**config.mk**
```make
export PLATFORM = sky130hd
export DESIGN_NAME = c3fm_finish
export DESIGN_NICKNAME = d
export VERILOG_FILES = /design/src/rtl/c3fm_pkg.sv /design/src/rtl/c3fm_finish.sv
export SDC_FILE = /design/constraint.sdc
export NUM_CORES = 1
export LEC_CHECK = 0
export BUFFER_PORTS_ARGS = -buffer_cell sky130_fd_sc_hd__buf_2
export CAP_MARGIN = 20
export CORE_UTILIZATION = 57
export DETAILED_ROUTE_END_ITERATION = 8
export PLACE_DENSITY = 0.83
export RECOVER_POWER = 25
export SLEW_MARGIN = 20
export SYNTH_ARGS = -nofsm -noshare
export SYNTH_HDL_FRONTEND = slang
export SYNTH_SLANG_ARGS = --single-unit
```
**constraint.sdc**
```tcl
create_clock -name clk -period 0.89 [get_ports clk]
set_input_delay 0.089 -clock clk [delete_from_list [all_inputs] [get_ports clk]]
set_output_delay 0.089 -clock clk [all_outputs]
set_load 0.01 [all_outputs]
```
**src/rtl/c3fm_pkg.sv**
```systemverilog
// Shared types and constants of the 3x3 first-moment centroid core.
// Depends on nothing; every other file of the block refers to it by scoped names.
`timescale 1ns / 1ps

package c3fm_pkg;

	localparam int INDEX_BITS  = 16;
	localparam int BG_BITS     = 24;
	localparam int POS_BITS    = 32;
	localparam int STATUS_BITS = 2;
	localparam int WINDOW      = 9;

	// Positions of the window pixels in the internal pixel array.
	localparam int PIX_UL = 0;
	localparam int PIX_UM = 1;
	localparam int PIX_UR = 2;
	localparam int PIX_ML = 3;
	localparam int PIX_C  = 4;
	localparam int PIX_MR = 5;
	localparam int PIX_DL = 6;
	localparam int PIX_DM = 7;
	localparam int PIX_DR = 8;

	typedef enum logic [STATUS_BITS-1:0] {
		STATUS_OK        = 2'd0,
		STATUS_NO_COUNTS = 2'd1,
		STATUS_SATURATED = 2'd2
	} status_t;

	// Per-request information that rides along with the divider pipeline.
	typedef struct packed {
		logic [INDEX_BITS-1:0] col;
		logic [INDEX_BITS-1:0] row;
		logic                  neg_col;
		logic                  neg_row;
		logic                  no_counts;
	} side_t;

endpackage

```
**src/rtl/c3fm_finish.sv**
```systemverilog
// Output stage: adds the signed offsets to the scaled indices, clamps to the
// 32-bit range and forms the status. Uses c3fm_pkg.
`timescale 1ns / 1ps

module c3fm_finish #(
	parameter int NUM_BITS      = 43,
	parameter int FRACTION_BITS = 16
) (
	input  logic                                  clk,
	input  logic                                  arst_n,
	input  logic                                  en,
	input  logic                                  in_valid,
	input  logic [NUM_BITS-1:0]                   quo_col,
	input  logic [NUM_BITS-1:0]                   quo_row,
	input  c3fm_pkg::side_t                       side,
	output logic                                  out_valid,
	output logic signed [c3fm_pkg::POS_BITS-1:0]  pos_col,
	output logic signed [c3fm_pkg::POS_BITS-1:0]  pos_row,
	output c3fm_pkg::status_t                     status
);

	localparam int IDX_SCALED = c3fm_pkg::INDEX_BITS + FRACTION_BITS;
	localparam int WIDE_A     = (NUM_BITS > IDX_SCALED) ? NUM_BITS : IDX_SCALED;
	localparam int WIDE_B     = (WIDE_A > c3fm_pkg::POS_BITS) ? WIDE_A : c3fm_pkg::POS_BITS;
	localparam int PW         = WIDE_B + 2;

	logic signed [PW-1:0] sum_col, sum_row;
	logic signed [c3fm_pkg::POS_BITS-1:0] clamp_col, clamp_row;
	logic sat_col, sat_row;

	function automatic logic signed [PW-1:0] place(
		input logic [c3fm_pkg::INDEX_BITS-1:0] idx,
		input logic [NUM_BITS-1:0]             q,
		input logic                            neg
	);
		logic signed [PW-1:0] base;
		logic signed [PW-1:0] off;
		base = PW'(idx) << FRACTION_BITS;
		off  = PW'(q);
		return neg ? (base - off) : (base + off);
	endfunction

	// A value fits in 32 signed bits when all bits from bit 31 upward agree.
	function automatic logic clamp32(
		input  logic signed [PW-1:0]                 v,
		output logic signed [c3fm_pkg::POS_BITS-1:0] r
	);
		logic [PW-c3fm_pkg::POS_BITS:0] top;
		logic                           fits;
		top  = v[PW-1:c3fm_pkg::POS_BITS-1];
		fits = (top == '0) || (top == '1);
		if (fits) begin
			r = v[c3fm_pkg::POS_BITS-1:0];
		end else if (v[PW-1]) begin
			r = {1'b1, {(c3fm_pkg::POS_BITS-1){1'b0}}};
		end else begin
			r = {1'b0, {(c3fm_pkg::POS_BITS-1){1'b1}}};
		end
		return !fits;
	endfunction

	always_comb begin
		sum_col = place(side.col, quo_col, side.neg_col);
		sum_row = place(side.row, quo_row, side.neg_row);
		sat_col = clamp32(sum_col, clamp_col);
		sat_row = clamp32(sum_row, clamp_row);
	end

	logic                                 v_s1;
	logic signed [c3fm_pkg::POS_BITS-1:0] col_s1, row_s1;
	c3fm_pkg::status_t                    status_s1;

	always_ff @(posedge clk or negedge arst_n) begin
		if (!arst_n) begin
			v_s1 <= 1'b0;
		end else if (en) begin
			v_s1 <= in_valid;
		end
	end

	always_ff @(posedge clk) begin
		if (en) begin
			if (side.no_counts) begin
				col_s1    <= '0;
				row_s1    <= '0;
				status_s1 <= c3fm_pkg::STATUS_NO_COUNTS;
			end else begin
				col_s1    <= clamp_col;
				row_s1    <= clamp_row;
				status_s1 <= (sat_col || sat_row) ? c3fm_pkg::STATUS_SATURATED
				                                  : c3fm_pkg::STATUS_OK;
			end
		end
	end

	assign out_valid = v_s1;
	assign pos_col   = col_s1;
	assign pos_row   = row_s1;
	assign status    = status_s1;

endmodule

```
==> results.ini, run 1 <==
[place]
gp_congestion = 1.07
placed_area_sq_mm = 0.0126
port_buffers = 191
hpwl_um = 28300

[clock_network]
clock-root-buffer = clkbuf_16
numClockSinks = 67
cts_buffer_depth = 2
htreeDepth = 3
cts_buffers = 9

[synth]
synth-seq-cells = 67
synthFlopType = edfxtp_1
async_flop_share_pct = 1.49
synth.distinct_cells = 89
synth_cells = 1071
synthesis.area_sq_mm = 0.00861
ys_seq_area_share_pct = 23.3
syn-num-nets = 1264
synth_edf_count = 66
ys_warn_count = 0
syn_area_per_cell_sq_um = 8.04

[status]
failed_stage = global routing (5_1_grt)
error = [ERROR GRT-0116] Global routing finished with congestion. Check the congestion regions in the DRC Viewer.
status = aborted with a tool error

[global_route]
grt_pass1_vias = 17400
grtUsageTotal_pct = 94.0
overflow = 553
grt_pass1_wl_um = 114000
grt_max_degree = 36

[floorplan]
die_h_um = 125
fp.dieW_um = 125
io_pins = 192
start_util_pct = 58.8
std_cell_rows = 44

[layer usage]
layer	overflow	track usage, %
met4	154	100
met2	345	109
met5	4	51.4
met1	20	91.2
met3	30	81.1
[cell usage after synthesis (13+ instances only)]
cell | n | area [sq um]
nor3_1 | 32 | 160
o31ai_1 | 22 | 165
nand2_1 | 81 | 304
xnor2_1 | 43 | 377
inv_1 | 64 | 240
nand3_1 | 33 | 165
o211ai_1 | 14 | 105
o21ai_1 | 34 | 170
ha_1 | 66 | 826
nor4_1 | 22 | 138
or3_1 | 13 | 81.3
clkbuf_1 | 47 | 176
a21oi_1 | 81 | 405
mux2i_1 | 13 | 130
nor2_1 | 87 | 327
xor2_1 | 32 | 280
o31ai_2 | 31 | 388
o21ai_0 | 43 | 215
a21o_1 | 13 | 97.6
edfxtp_1 | 66 | 1980
nand4_1 | 16 | 100
[repair_timing]
item / 4_1_cts
pin swaps: 30
hold buffers: 2
gates cloned: 11
setup buffers: 23
hold endpoints to repair: 2
setup endpoints to repair: 132
resized for setup: 122
[logic make-up after synthesis]
group	synth area share, %
AOI/OAI and AO/OA	28.7
muxes	2.08
buffers and inverters	7.00
DFF	23.3
adders and majority gates	10.1
xor gates and xnor gates	7.63
and+or+nand+nor	21.2
[metrics by stage]
stage / hold WS, ns / std cells / setup WS [ns] / util [%]
after floorplan: -0.207 / 1071 / -2.58 / -
after global placement: -0.127 / 1761 / -2.81 / 86.2
after detailed placement: -0.135 / 1761 / -3.08 / 86.2
after CTS: 0.0463 / 1810 / -2.61 / 95.7
==> run 2, diff against run 1 <==
--- a/config.mk
+++ b/config.mk
@@ -7,9 +7,9 @@
 export LEC_CHECK = 0
 export BUFFER_PORTS_ARGS = -buffer_cell sky130_fd_sc_hd__buf_2
 export CAP_MARGIN = 20
-export CORE_UTILIZATION = 57
+export CORE_UTILIZATION = 40
 export DETAILED_ROUTE_END_ITERATION = 8
-export PLACE_DENSITY = 0.83
+export PLACE_DENSITY_LB_ADDON = 0.15
 export RECOVER_POWER = 25
 export SLEW_MARGIN = 20
 export SYNTH_ARGS = -nofsm -noshare
==> run 2 against run 1 <==
- the flow now finishes, with violations (negative setup slack)
- area after synthesis stayed put
- synthesized cell count stayed put
==> results.ini, run 2 <==
[critical_path]
worst-path-max-fanout = 16
end_kind = flip-flop
cp_data_required_time_ns = 1.04
r2r_end = out_valid
r2r_start = out_valid
worstRegToRegCells = 1
worstSetupStartpointType = input pin
startpoint = quo_row[19]
arrival_ns = 3.65
rrSetupSlack_ns = 0.15
critical_path_class = in2reg

[route]
vias_per_cell = 5.56
drtIter0Drc = 834
wl_per_cell_um = 17.4
drt-pass1-iter-count = 5
drc = 0
vias = 10700
wl_um = 33600
antenna_left = 0

[clock_network]
numClockSinks = 67  ; unchanged
clock-root-buffer = clkbuf_16
cts_buffer_depth = 2  ; unchanged
clk_pin_slew_ns = 0.05
cts_tree = yes
cts_buffers = 9  ; unchanged
htreeDepth = 3  ; unchanged
insertion_delay_ns = 0.33

[final_layout]
final_cell_mix = buf_4 (417), buf_2 (185), nor2_1 (84), nand2_1 (80), a21oi_1 (72)
antenna_cells = 0
fin_area_sq_mm = 0.0142
fin_nets = 1841
final_common_cell = buf_4
drive_gt1_share_pct = 48.9
areaGrowthSynthToFinish_pct = 65.0

[global_route]
grt_max_degree = 30
met2_usage_pct = 49.1
grtUsageTotal_pct = 30.0
overflow = 0
grt_pass1_wl_um = 53000
globalRouteMet3Util_pct = 2.51
antenna_found_initial = 0
grt_pass1_vias = 10300
use_met1_pct = 42.1
grt.busiest_layer = met2

[synth]
synth_most_common_cell = nor2_1
synth.distinct_cells = 89  ; unchanged
synth_top_area_share_pct = 23.0  ; unchanged
synth_common_cells = nor2_1 (87), a21oi_1 (81), nand2_1 (81)
synth_cells = 1071  ; unchanged
synth_edf_count = 66  ; unchanged
synthFlopType = edfxtp_1
synthesis.area_sq_mm = 0.00861  ; unchanged
syn_area_per_cell_sq_um = 8.04  ; unchanged
ys_top_cells_by_area = edfxtp_1 (23%), ha_1 (9.6%), a21oi_1 (4.7%), o31ai_2 (4.5%), xnor2_1 (4.4%)
ys_seq_area_share_pct = 23.3  ; unchanged
syn-num-nets = 1264  ; unchanged
synth-seq-cells = 67  ; unchanged
async_flop_share_pct = 1.49  ; unchanged
synth.largest_area_cell = edfxtp_1
ys_warn_count = 0  ; unchanged

[floorplan]
start_util_pct = 40.8  ; -18 points
die_h_um = 149  ; +19%
core_area_sq_mm = 0.0211
io_pins = 192  ; unchanged
design.die.area_sq_mm = 0.0221
std_cell_rows = 53  ; +20%
fp.dieW_um = 149  ; +19%

[min_path]
min_path_cells = 2
min_to = out_valid
holdCritStartpoint = in_valid
hp-class = in2reg

[place]
port_buffers = 191  ; unchanged
gp_congestion = 0.976  ; -8.8%
placed_area_sq_mm = 0.0130  ; +3.0%
hpwl_um = 25700  ; -9.3%

[flow_run]
drv_cap = 0

[timing]
tightest_slew_ns = 0.481
fmax_mhz = 286
rsz0062_at_grt = true
setup_viol = 132
finalHoldViolCount = 0
finalCriticalPeriod_ns = 3.50
skew_ns = 0
period_share_pct = 393
max_slew_margin_pct = 68.0
fin_ws_ns = -2.61
slew_viol_final = 0
whs_ns = 0.00341
tns_ns = -163.50

[status]
status = finished, violations left
violations = negative setup slack

[power_and_ir_drop]
p_per_area_mw_per_mm2 = 1060
max-vdd-ir-drop_mv = 0.878
p_leak_nw = 6.56
p_total_mw = 15.0

[run 2: cell counts after synthesis]
No cell type changed its count.
[run 2: cell families (layout without fill, tap and decap cells)]
family	after synthesis	count (layout)	share of synthesized area, %
simple gates	356	356	21.2
compound gates	347	347	28.7
mux	17	17	2.08
buf+inv	141	723	7.00
xor+xnor	75	75	7.63
fa+ha+maj	68	68	10.1
flops	67	67	23.3
[run 2: layer usage]
layer,part of all wire [%],vias up
met3,6.7,49
met1,45,5040
met5,0,-
met2,46,454
met4,2.1,0
li1,-,5174
[run 2: how the worst max path moves through the flow]
stage	endpoint	slack, ns	depth (start not counted)
after floorplan	pos_row[1]	-2.58	15
after global placement	pos_row[30]	-2.88	15
after detailed placement	pos_row[1]	-2.99	15
after CTS	pos_row[17]	-2.58	18
after global routing	pos_row[13]	-2.75	17
final	pos_row[13]	-2.61	17
[run 2: area by class of cell]
type | instances | area [sq um]
clock buffers | 12 | 256
repair buffers | 637 | 4630
inverters | 70 | 288
multi-input cells | 863 | 6610
flip-flops and latches | 67 | 2010
clock inverters | 4 | 73.8
well taps | 275 | 344
fillers | 1802 | 6880
[run 2: power by group]
group	leakage, nW	internal (mW)	total (mW)	switching (mW)
Clock	0.163	2.61	4.03	1.42
Combinational	5.76	3.51	7.21	3.70
Sequential	0.644	3.73	3.79	0.0659
[run 2: repair_timing]
action	CTS	global route
resized for setup	78	45
endpoints found under the hold margin	1	0
buffers inserted	14	9
setup endpoints to repair	132	132
hold buffers	1	0
cloned	7	2
pin swaps	7	10
[run 2: worst max-delay path: stages]
cell and delay, ns:
buf_12 0.09, inv_12 0.03, ha_4 0.25, or4bb_1 0.46, or4_4 0.44, o211ai_2 0.19
nor2_2 0.07, buf_6 0.13, mux2_4 0.29, a211oi_2 0.19, nand4_1 0.14, nor4b_2 0.26
nand4_1 0.22, buf_4 0.20, o41a_4 0.13, buf_12 0.19, o31ai_2 0.25
[run 2: per-stage QoR]
| step | utilization (%) | std cells | setup WS, ns |
|---|---|---|---|
| 3_5_place_dp | 61.7 | 1883 | -2.99 |
| 6_report | 67.4 | 1928 | -2.61 |
| 3_3_place_gp | 61.7 | 1883 | -2.88 |
| 2_1_floorplan | - | 1071 | -2.58 |
| 4_1_cts | 66.3 | 1921 | -2.58 |
| 5_1_grt | 67.4 | 1928 | -2.75 |
No activity file was read; power rests on OpenSTA's default activity.
