$ cat config.mk
export PLATFORM = sky130hd
export DESIGN_NAME = c3fm_moments
export DESIGN_NICKNAME = d
export VERILOG_FILES = /design/src/rtl/c3fm_pkg.sv /design/src/rtl/c3fm_moments.sv
export SDC_FILE = /design/constraint.sdc
export NUM_CORES = 1
export LEC_CHECK = 0
export ABC_AREA = 1
export BUFFER_PORTS_ARGS = -buffer_cell sky130_fd_sc_hd__buf_2
export CAP_MARGIN = 25
export CORE_MARGIN = 5
export CORE_UTILIZATION = 50
export DETAILED_ROUTE_END_ITERATION = 6
export GPL_TIMING_DRIVEN = 1
export PLACE_DENSITY = 0.73
export SYNTH_ARGS = -nofsm -noshare
export SYNTH_HDL_FRONTEND = slang
export SYNTH_SLANG_ARGS = --single-unit
$ cat constraint.sdc
create_clock -name clk -period 3.6 [get_ports clk]
set_clock_uncertainty 0.2 [all_clocks]
set_input_delay 0.9 -clock clk [delete_from_list [all_inputs] [get_ports clk]]
set_output_delay 0.9 -clock clk [all_outputs]
set_load 0.03 [all_outputs]
$ cat src/rtl/c3fm_pkg.sv
// Shared types and constants of the 3x3 first-moment centroid core.
// Depends on nothing; every other file of the block refers to it by scoped names.
`timescale 1ns / 1ps

package c3fm_pkg;

	localparam int INDEX_BITS  = 16;
	localparam int BG_BITS     = 24;
	localparam int POS_BITS    = 32;
	localparam int STATUS_BITS = 2;
	localparam int WINDOW      = 9;

	// Positions of the window pixels in the internal pixel array.
	localparam int PIX_UL = 0;
	localparam int PIX_UM = 1;
	localparam int PIX_UR = 2;
	localparam int PIX_ML = 3;
	localparam int PIX_C  = 4;
	localparam int PIX_MR = 5;
	localparam int PIX_DL = 6;
	localparam int PIX_DM = 7;
	localparam int PIX_DR = 8;

	typedef enum logic [STATUS_BITS-1:0] {
		STATUS_OK        = 2'd0,
		STATUS_NO_COUNTS = 2'd1,
		STATUS_SATURATED = 2'd2
	} status_t;

	// Per-request information that rides along with the divider pipeline.
	typedef struct packed {
		logic [INDEX_BITS-1:0] col;
		logic [INDEX_BITS-1:0] row;
		logic                  neg_col;
		logic                  neg_row;
		logic                  no_counts;
	} side_t;

endpackage

$ cat src/rtl/c3fm_moments.sv
// Three-stage front end: window sum less background, first moments, and the
// divider operands (magnitudes with the rounding half-divisor folded in). Uses c3fm_pkg.
`timescale 1ns / 1ps

module c3fm_moments #(
	parameter int PIXEL_BITS    = 24,
	parameter int FRACTION_BITS = 16,
	parameter int SUM_BITS      = 29,
	parameter int NUM_BITS      = 43
) (
	input  logic                                clk,
	input  logic                                arst_n,
	input  logic                                en,
	input  logic                                in_valid,
	input  logic signed [PIXEL_BITS-1:0]        pix [c3fm_pkg::WINDOW],
	input  logic signed [c3fm_pkg::BG_BITS-1:0] bg,
	input  logic [c3fm_pkg::INDEX_BITS-1:0]     col,
	input  logic [c3fm_pkg::INDEX_BITS-1:0]     row,
	output logic                                out_valid,
	output logic [NUM_BITS-1:0]                 num_col,
	output logic [NUM_BITS-1:0]                 num_row,
	output logic [SUM_BITS-2:0]                 den,
	output c3fm_pkg::side_t                     side
);

	localparam int DEN_BITS = SUM_BITS - 1;
	localparam int MAG_BITS = PIXEL_BITS + 2;

	logic signed [SUM_BITS-1:0] ext [c3fm_pkg::WINDOW];
	logic signed [SUM_BITS-1:0] bg_ext;

	// Stage 1: row sums, column sums and nine times the background.
	logic                            v_s1;
	logic signed [SUM_BITS-1:0]      r_up_s1, r_mid_s1, r_dn_s1, c_l_s1, c_r_s1, bg9_s1;
	logic [c3fm_pkg::INDEX_BITS-1:0] col_s1, row_s1;

	// Stage 2: signed sum and moments.
	logic                            v_s2;
	logic signed [SUM_BITS-1:0]      s_s2, mx_s2, my_s2;
	logic [c3fm_pkg::INDEX_BITS-1:0] col_s2, row_s2;

	// Stage 3: divider operands.
	logic                            v_s3;
	logic [NUM_BITS-1:0]             num_col_s3, num_row_s3;
	logic [DEN_BITS-1:0]             den_s3;
	c3fm_pkg::side_t                 side_s3;

	logic [SUM_BITS-1:0] s_abs, mx_abs, my_abs;

	always_comb begin
		for (int i = 0; i < c3fm_pkg::WINDOW; i++) begin
			ext[i] = {{(SUM_BITS-PIXEL_BITS){pix[i][PIXEL_BITS-1]}}, pix[i]};
		end
		bg_ext = {{(SUM_BITS-c3fm_pkg::BG_BITS){bg[c3fm_pkg::BG_BITS-1]}}, bg};
	end

	always_comb begin
		s_abs  = s_s2[SUM_BITS-1] ? -s_s2 : s_s2;
		mx_abs = mx_s2[SUM_BITS-1] ? -mx_s2 : mx_s2;
		my_abs = my_s2[SUM_BITS-1] ? -my_s2 : my_s2;
	end

	always_ff @(posedge clk or negedge arst_n) begin
		if (!arst_n) begin
			v_s1 <= 1'b0;
			v_s2 <= 1'b0;
			v_s3 <= 1'b0;
		end else if (en) begin
			v_s1 <= in_valid;
			v_s2 <= v_s1;
			v_s3 <= v_s2;
		end
	end

	always_ff @(posedge clk) begin
		if (en) begin
			r_up_s1  <= ext[c3fm_pkg::PIX_UL] + ext[c3fm_pkg::PIX_UM] + ext[c3fm_pkg::PIX_UR];
			r_mid_s1 <= ext[c3fm_pkg::PIX_ML] + ext[c3fm_pkg::PIX_C] + ext[c3fm_pkg::PIX_MR];
			r_dn_s1  <= ext[c3fm_pkg::PIX_DL] + ext[c3fm_pkg::PIX_DM] + ext[c3fm_pkg::PIX_DR];
			c_l_s1   <= ext[c3fm_pkg::PIX_UL] + ext[c3fm_pkg::PIX_ML] + ext[c3fm_pkg::PIX_DL];
			c_r_s1   <= ext[c3fm_pkg::PIX_UR] + ext[c3fm_pkg::PIX_MR] + ext[c3fm_pkg::PIX_DR];
			bg9_s1   <= (bg_ext <<< 3) + bg_ext;
			col_s1   <= col;
			row_s1   <= row;

			s_s2   <= r_up_s1 + r_mid_s1 + r_dn_s1 - bg9_s1;
			mx_s2  <= c_r_s1 - c_l_s1;
			my_s2  <= r_up_s1 - r_dn_s1;
			col_s2 <= col_s1;
			row_s2 <= row_s1;

			// Rounding to nearest, ties away from zero: add half the divisor
			// to the magnitude of the scaled moment before dividing.
			num_col_s3 <= (NUM_BITS'(mx_abs[MAG_BITS-1:0]) << FRACTION_BITS)
			              + NUM_BITS'(s_abs[DEN_BITS-1:1]);
			num_row_s3 <= (NUM_BITS'(my_abs[MAG_BITS-1:0]) << FRACTION_BITS)
			              + NUM_BITS'(s_abs[DEN_BITS-1:1]);
			den_s3             <= s_abs[DEN_BITS-1:0];
			side_s3.col        <= col_s2;
			side_s3.row        <= row_s2;
			side_s3.neg_col    <= mx_s2[SUM_BITS-1] ^ s_s2[SUM_BITS-1];
			side_s3.neg_row    <= my_s2[SUM_BITS-1] ^ s_s2[SUM_BITS-1];
			side_s3.no_counts  <= (s_s2 == '0);
		end
	end

	assign out_valid = v_s3;
	assign num_col   = num_col_s3;
	assign num_row   = num_row_s3;
	assign den       = den_s3;
	assign side      = side_s3;

endmodule

# [Yosys cells after proc, flatten, opt, wreduce, memory -nomap -nowiden]
# Index checks and enable logic that the tools add are counted.
[word_totals] reg_bits=477 output_inout_bits=150
[classes] n_addsub=21 n_mux=3 n_bitwise=2 reduce_logical=1
[op_table] operator="$add 25x24->26" count=5
[op_table] operator="$add 24x24->25" count=5
[op_table] operator="$sub 29x29->29" count=3
[op_table] operator="$add 42x27->43" count=2
[op_table] operator="$add 29x29->29" count=2
[op_table] operator="$mux 26" count=2
[op_table] operator="$neg 26->26" count=2
[op_table] operator="$logic_not 29->1" count=1
[op_table] operator="$add 27x24->28" count=1
[op_table] operator="$mux 28" count=1
[op_table] operator="$neg 28->28" count=1
[op_table] operator="$xor 1x1->1" count=2

# [Logic depth before layout (Yosys ltp)]
# Gate-level depths: netlist of the first run.
[depth] depth_word=3 ltp_mapped=24 depth_no_buf=24

# [Worst setup path after synthesis of the first run]
# No wires, ideal clock.
[synth_path] kind="reg-to-reg" startpoint="reg r_up_s1[1]" endpoint="reg s_s2[23], data pin" arrival_time_ns=3.187 path_slack_ns=-0.044 path_stages_with_launch=19 period_less_slack_ns=3.644 path_cell_list="edfxtp_1 inv_1 fa_1 inv_1 fa_1 ha_1 fa_1 nand3_1 nand2_1 a21boi_1 inv_1 nand2_1 nand2_1 a21oi_1 o21bai_1 nand2_1 inv_1 nor3_1 nor2_1"
[synth_between] elab_chain_len=3
[synth_lines] item="start: declaration" line="c3fm_moments.sv:34" source="logic signed [SUM_BITS-1:0] r_up_s1, r_mid_s1, r_dn_s1, c_l_s1, c_r_s1, bg9_s1;"
[synth_lines] item="start signal: assignment" line="c3fm_moments.sv:77" source="r_up_s1 <= ext[c3fm_pkg::PIX_UL] + ext[c3fm_pkg::PIX_UM] + ext[c3fm_pkg::PIX_UR];"
[synth_lines] item="$add 29x29->29 (2 in a row)" line="c3fm_moments.sv:86" source="s_s2 <= r_up_s1 + r_mid_s1 + r_dn_s1 - bg9_s1;"
[synth_lines] item="$sub 29x29->29" line="c3fm_moments.sv:86"
[synth_lines] item="end signal: assignment" line="c3fm_moments.sv:86"
[synth_lines] item="end: declaration" line="c3fm_moments.sv:39" source="logic signed [SUM_BITS-1:0] s_s2, mx_s2, my_s2;"
# No other way between the ends.
# A chain may end at the register's enable or synchronous reset.

# [Worst setup path after layout of the first run]
[layout_path] startpoint="reg bg9_s1[1]" endpoint="reg s_s2[21], data pin"
[layout_between] elab_chain_len=1
[layout_lines] item="start: declaration" line="c3fm_moments.sv:34"
[layout_lines] item="start signal: assignment" line="c3fm_moments.sv:82" source="bg9_s1 <= (bg_ext <<< 3) + bg_ext;"
[layout_lines] item="$sub 29x29->29" line="c3fm_moments.sv:86"
# No other way between the ends.

==> key figures, run 1 <==
Outcome
  – Status: finished with violations
  – Failing checks: setup timing

STA
  – Hold Fails Final Rpt: 0
  – Final worst-path setup slack: -0.0544 ns
  – Final period util: 102%
  – Highest Clock Rate: 0.274 GHz
  – Final min period: 3.65 ns
  – Worst-margin pin slew: 0.887 ns
  – Slew margin rel.: 40.2%
  – Worst Hold Slack: 0.217 ns
  – Final setup vio count: 3
  – Unrepaired setup endpoints after global routing: yes
  – Final Slew Violations: 0

Detailed routing
  – Iteration-0 DRC Markers: 2574
  – Final WL: 98400 µm
  – Via count: 27100
  – Final ANT Viol Nets: 0
  – DR pass1 iterations: 6
  – DRC Markers: 0
  – Routed WL per cell: 19.5 µm
  – Vias per cell: 5.36

Logic synthesis
  – YS warnings: 0
  – Compound-Gate Fraction of Synth Area: 9.62%
  – Mux share of post-synthesis cell area: 0.0350%
  – Synth unique cells: 62
  – Sequential fraction of the synthesis area: 39.6%
  – Syn_area_per_cell: 9.76 µm²
  – Mapped Area: 32200 µm²
  – Post-Synth XOR/XNOR Area: 8.10%
  – Synth Area in Simple Gates: 15.3%
  – Synth Flop Type: edfxtp_1
  – Mapped Nets: 4006
  – Main combinational cell family by area after synthesis: adder cells
  – Gate Count Post-Synth: 3300
  – Yosys reg bits: 425
  – Area share of fa/ha/maj cells after synthesis: 21.0%
  – EDFF count, synth: 422
  – Ys async rst share: 0.706%

Power
  – Combinational share of power: 68.0%
  – Switching Fraction: 47.4%
  – Share of power burned in registers: 21.5%
  – Tot Pwr: 0.0444 W
  – Max IR drop VDD: 764 µV
  – PwrDens: 1090 nW/µm²
  – P_int: 0.0233 W
  – Clock network fraction of total power: 10.5%
  – Leakage: 18.7 nW
  – P_sw: 0.0211 W

Worst setup path
  – Crit end category: flop
  – Critical path launch point type: flop
  – Worst Path Arrival: 3.79 ns
  – Required @ worst endpoint: 3.73 ns
  – CP max stage delay: 0.52 ns
  – Crit-path max FO: 3
  – WP buf/inv: 2
  – Crit path cell chain: fa_1 > inv_2 > fa_1 > ha_4 > fa_2 > nand3_2 > nand2_2 > a21boi_2 > inv_1 > nand2_1 > nand2_2 > a21oi_4 > o21bai_4 > nand3_1 > nand2_2 > xor2_2
  – Crit Path Class: flop to flop
  – Slowest CP cell: fa_1
  – Most frequent cell on the critical path: nand2_2
  – Crit path max-delay family: adder cells

CTS
  – Clk root buf: clkbuf_16
  – Reg clk slew, reported paths: 0.06 ns
  – CTS tree: done
  – CTS H-tree depth: 2
  – CTS max path bufs: 3
  – CTS Buf Count: 45
  – Clk Latency, worst-skew pair: 0.59 ns
  – Clock sink count: 425

Floorplan
  – Core ar.: 64100 µm²
  – Die footprint: 69600 µm²
  – Top Ports: 426
  – Chip height: 264 µm
  – Starting Density: 50.2%
  – Die W: 264 µm
  – Core Rows: 93

Placed design
  – Placed cell area: 38200 µm²
  – Post-DP HPWL: 82000 µm
  – Worst slack, placed: -0.495 ns
  – Gpl congestion: 1.02
  – I/O Buffers: 425

Global routing
  – Grt ovf: 0
  – Vias in the first global route: 26100
  – Largest net degree at the start of global routing: 79
  – Initial antenna violation count: 2
  – Global Route Usage Sum: 27.2%
  – First-pass GRT wire length: 148000 µm

Layout
  – Nets: 4868
  – # diodes: 0
  – Layout cells sized above 1: 27.8%
  – Finished Core Util: 63.3%
  – Layout area overhead: 26.0%
  – Post-route cell area: 40600 µm²
  – Fillers: 5325

Job
  – Maxcap violations: 0

Worst hold path
  – Hold Path Class: flop to flop
-- cells in the mapped netlist, types with 3 or more instances --
master	number	area [µm²]
nand2_1	567	2130
inv_1	450	1690
edfxtp_1	422	12700
a21oi_1	262	1310
ha_1	244	3050
nor2_1	190	713
fa_1	186	3720
xor2_1	183	1600
o21ai_0	149	746
nand3_1	140	701
xnor2_1	98	858
nand4_1	42	263
nor3_1	41	205
buf_4	33	248
nand2_2	27	169
nor2_2	27	169
a21o_1	24	180
o21bai_1	23	173
a31oi_1	22	138
nand3b_1	17	128
o21ai_1	13	65.1
nand2_4	10	113
nor4_1	10	62.6
inv_2	9	33.8
nor2_4	9	101
a21boi_0	8	60.1
o21a_1	8	60.1
a211oi_1	7	52.6
nand3_2	7	70.1
o211ai_1	7	52.6
a31o_2	5	43.8
buf_2	5	25.0
o2111ai_1	5	43.8
o21ai_2	4	35.0
clkbuf_1	3	11.3
dfrtp_1	3	75.1
or2_1	3	18.8
xor2_4	3	82.6
-- cells by family after synthesis --
family	count (synthesis)
AND/OR/NAND/NOR	1098
multiplexers	1
AO/OA/AOI/OAI	553
buffers and inverters	505
adder cells (fa/ha/maj)	430
XOR/XNOR	288
flip-flops	425
-- metal layers --
layer  vias up  global-route usage (%)  part of all wire, %
met5         -                       0                0.025
met4         4                    10.6                  4.8
met3       195                    3.71                  7.1
met2      1100                    44.3                   46
met1     12900                    37.2                   42
li1      12800                       -                    -
-- registers in the layout, indices dropped and copies added, names as in the netlist, 16 cells and up --
signal / cells
bg9_s1: 28
c_l_s1: 26
c_r_s1: 26
col_s1: 16
col_s2: 16
mx_s2: 27
my_s2: 27
num_col: 43
num_row: 27
r_dn_s1: 26
r_mid_s1: 26
r_up_s1: 26
row_s1: 16
row_s2: 16
s_s2: 29
side: 35
-- metrics by stage --
| step | std cells | setup TNS [ns] |
|---|---|---|
| 2_1_floorplan | 3300 | 0 |
| 3_3_place_gp | 4934 | -20.78 |
| 3_5_place_dp | 4934 | -24.10 |
| 4_1_cts | 5028 | 0 |
| 5_1_grt | 5048 | -1.33 |
| 6_report | 5048 | -0.116 |
-- cell usage in the layout (no fill, tap or decap), types with 15 or more instances in the layout --
cell type  synthesis  final
buf_2              5    424
nor2_2            27     30
nand2_1          567    540
a31oi_1           22     21
nand2_2           27     50
a21o_1            24     24
buf_4             33    424
inv_1            450    437
o21bai_1          23     22
nand3_1          140    134
a21oi_2            1     19
nand4_1           42     42
o21ai_1           13     24
nor3_1            41     37
xnor2_1           98     93
a21oi_1          262    241
clkbuf_16          0     46
ha_1             244    226
o21ai_0          149    127
nor2_4             9     15
xor2_1           183    179
edfxtp_1         422    422
inv_2              9     22
nand3b_1          17     17
fa_1             186    183
nor2_1           190    181
-- area by class of cell --
type | instances | area (µm²) | share of cell area [%]
Sequential cell | 425 | 12700 | 31.4
Inverter | 462 | 1740 | 4.27
Timing Repair Buffer | 858 | 5460 | 13.4
Clock inverter | 18 | 191 | 0.471
Clock buffer | 60 | 1270 | 3.14
Tap cell | 855 | 1070 | 2.63
Multi-Input combinational cell | 2370 | 18100 | 44.7
-- final timing paths --
path                                           from               endpoint  slack, ns  depth (start not counted)
worst max register to register  bg9_s1[1]$_DFFE_PP_     s_s2[21]$_DFFE_PP_      -0.05                         16
worst max-delay path            bg9_s1[1]$_DFFE_PP_     s_s2[21]$_DFFE_PP_      -0.05                         16
worst min-delay path            row_s2[9]$_DFFE_PP_     side[12]$_DFFE_PP_       0.22                          0
min in group asynchronous                    arst_n       v_s2$_DFFE_PN0P_       0.44                          2
max in group asynchronous                    arst_n  out_valid$_DFFE_PN0P_       2.66                          2
worst min register to register  row_s2[9]$_DFFE_PP_     side[12]$_DFFE_PP_       0.22                          0
-- power by group through the flow --
stage | clock (W) | sequential (W) | combinational [W]
global route | 0.00495 | 0.00969 | 0.0328
finish | 0.00465 | 0.00953 | 0.0302
global placement | 0 | 0.00953 | 0.0266
floorplan | 0 | 0.0103 | 0.0159
detailed placement | 0 | 0.00958 | 0.0270
CTS | 0.00474 | 0.00950 | 0.0279
-- repair_timing --
| action | in CTS | in global routing |
|---|---|---|
| hold buffers | 1 | 0 |
| endpoints found under the hold margin | 3 | 0 |
| endpoints found under the setup margin | 51 | 65 |
| setup buffers | 15 | 21 |
| gates cloned | 0 | 0 |
| gates resized for setup | 52 | 127 |
| pin swaps | 19 | 54 |
No activity file was read; power rests on OpenSTA's default activity.
==> run 2, diff against run 1 <==
--- a/config.mk
+++ b/config.mk
@@ -9,10 +9,10 @@
 export BUFFER_PORTS_ARGS = -buffer_cell sky130_fd_sc_hd__buf_2
 export CAP_MARGIN = 25
 export CORE_MARGIN = 5
-export CORE_UTILIZATION = 50
+export CORE_UTILIZATION = 45
 export DETAILED_ROUTE_END_ITERATION = 6
 export GPL_TIMING_DRIVEN = 1
-export PLACE_DENSITY = 0.73
+export PLACE_DENSITY = 0.67
 export SYNTH_ARGS = -nofsm -noshare
 export SYNTH_HDL_FRONTEND = slang
 export SYNTH_SLANG_ARGS = --single-unit
==> key figures, run 2 (synthesis results as in run 1) <==
Layout
  – Post-Layout Cell Count: 5242
  – Most frequent cells in the layout: nand2_1 (520), buf_4 (500), inv_1 (426), buf_2 (424), edfxtp_1 (422)
  – Post-route cell area: 41900 µm²
  – Layout area overhead: 30.1%
  – Max FFs per register: 43
  – Fillers: 6193
  – Most common cell after layout, fill and taps aside: nand2_1
  – Nets: 4961
  – Layout cells sized above 1: 31.1%

STA
  – Final min period: 3.71 ns
  – Final setup vio count: 6
  – Setup TNS: -0.379 ns
  – Worst-margin pin slew: 0.676 ns
  – Unrepaired setup endpoints after global routing: yes
  – Worst Hold Slack: 0.215 ns
  – Final period util: 103%
  – Highest Clock Rate: 0.270 GHz
  – Final worst-path setup slack: -0.106 ns
  – Final Slew Violations: 0
  – Slew margin rel.: 54.5%
  – Hold Fails Final Rpt: 0

CTS
  – CTS H-tree depth: 2
  – CTS max path bufs: 3
  – Clk Latency, worst-skew pair: 0.61 ns
  – Reg clk slew, reported paths: 0.07 ns
  – CTS tree: done
  – CTS Buf Count: 46
  – Clk root buf: clkbuf_16
  – Clock sink count: 425

Worst setup path
  – Worst Path Arrival: 3.84 ns
  – R2R depth: 26
  – Critical path launch point type: flop
  – R2R setup slack: -0.11 ns
  – Slowest CP cell: edfxtp_1
  – Crit Path Class: flop to flop
  – Required @ worst endpoint: 3.74 ns
  – Crit path max-delay family: buffers and inverters
  – Crit-path max FO: 2
  – Worst r2r src: s_s2[0]$_DFFE_PP_
  – Most frequent cell on the critical path: buf_4
  – Crit end category: flop
  – Worst r2r dst: num_col[10]$_DFFE_PP_
  – CP max stage delay: 0.36 ns
  – WP buf/inv: 21

Outcome
  – Failing checks: setup timing
  – Status: finished with violations

Worst hold path
  – Hold Path Class: flop to flop
  – Hold Crit Endpoint: row_s2[0]$_DFFE_PP_
  – Hold Crit Depth: 0
  – Hold path startpoint: row_s1[0]$_DFFE_PP_

Power
  – Leakage: 19.3 nW
  – P_sw: 0.0222 W
  – P_int: 0.0247 W
  – Switching Fraction: 47.4%
  – Max IR drop VDD: 754 µV
  – Clock network fraction of total power: 10.0%
  – Share of power burned in registers: 20.4%
  – PwrDens: 1120 nW/µm²
  – Combinational share of power: 69.6%

Floorplan
  – Core Rows: 98
  – Die W: 278 µm
  – Starting Density: 45.2%
  – Die footprint: 77000 µm²
  – Top Ports: 426
  – Core ar.: 71200 µm²
  – Chip height: 278 µm

Detailed routing
  – DRC Markers: 0
  – Iteration-0 DRC Markers: 2279
  – Routed WL per cell: 19.4 µm
  – DR pass1 iterations: 6
  – Final WL: 102000 µm
  – Final ANT Viol Nets: 0
  – Vias per cell: 5.16
  – Via count: 27100

Global routing
  – Vias in the first global route: 26600
  – Global Route Usage Sum: 25.6%
  – First-pass GRT wire length: 153000 µm
  – Grt ovf: 0
  – Largest net degree at the start of global routing: 74
  – Initial antenna violation count: 5

Placed design
  – # placed instances: 5067
  – I/O Buffers: 425
  – Placed cell area: 38600 µm²
  – Post-DP HPWL: 83900 µm
  – Gpl congestion: 0.986

Job
  – Maxcap violations: 0
==> run 2: what timing repair did <==
item	in CTS	in global routing
endpoints found under the setup margin	56	77
resized for setup	65	240
pin swaps	22	106
hold buffers	1	0
gates cloned	0	0
setup buffers	68	30
hold endpoints to repair	3	0
==> run 2: area by class of cell <==
cell class	instances	area, µm²	area share [%]
Antenna cell	1	2.50	0.00597
Clock buffer	55	1180	2.83
Clock inverter	29	282	0.672
Inverter	462	1740	4.15
Multi-Input combinational cell	2370	18600	44.3
Sequential cell	425	12700	30.4
Tap cell	950	1190	2.84
Timing Repair Buffer	950	6210	14.8
==> run 2: how the worst max path moves through the flow <==
stage                          from               endpoint  slack (ns)  cells after the start
2_1_floorplan                pix[1]  r_dn_s1[19]$_DFFE_PP_       0.004                     11
3_3_place_gp                pix[49]   c_l_s1[19]$_DFFE_PP_       -0.54                     12
3_5_place_dp                pix[48]   c_l_s1[27]$_DFFE_PP_       -0.57                     16
4_1_cts        r_up_s1[1]$_DFFE_PP_     s_s2[21]$_DFFE_PP_       -0.03                     17
5_1_grt           s_s2[3]$_DFFE_PP_  num_row[34]$_DFFE_PP_       -0.23                     23
6_report          s_s2[0]$_DFFE_PP_  num_col[10]$_DFFE_PP_       -0.11                     26
==> run 2: through the flow <==
step                util, %  power (W)  worst slack (ns)
global route           58.8     0.0502            -0.228
finish                 58.8     0.0468            -0.106
global placement       54.2     0.0372            -0.539
CTS                    57.3     0.0433           -0.0265
detailed placement     54.2     0.0374            -0.569
floorplan                 -     0.0262           0.00416
==> run 2: per-layer routing <==
metal / up-vias / global-route usage [%] / part of all wire (%)
met3: 198 / 4.06 / 7.0
met2: 1009 / 42.0 / 47
met4: 6 / 9.51 / 4.4
met5: - / 0 / 0.040
met1: 12800 / 34.5 / 42
li1: 13100 / - / -
==> run 2: worst register-to-register path, cell delays in order (launching register included) <==
cell,delay (ns)
edfxtp_1,0.36
inv_2,0.05
nand3_2,0.08
nor2_4,0.04
nand2_2,0.07
inv_2,0.06
buf_4,0.12
buf_4,0.12
buf_4,0.12
buf_4,0.12
buf_4,0.13
buf_4,0.13
buf_4,0.12
buf_4,0.12
buf_4,0.12
buf_4,0.12
buf_4,0.12
buf_4,0.13
buf_4,0.13
buf_4,0.12
buf_4,0.12
buf_4,0.12
buf_4,0.12
buf_4,0.12
buf_6,0.11
a31oi_4,0.16
xor2_2,0.11
==> run 2: power by group through the flow <==
stage	Combinational [W]	Sequential [W]	Clock, W
after detailed placement	0.0278	0.00961	0
after global placement	0.0276	0.00957	0
after CTS	0.0290	0.00953	0.00480
final	0.0326	0.00955	0.00470
after floorplan	0.0159	0.0103	0
after global routing	0.0354	0.00972	0.00501
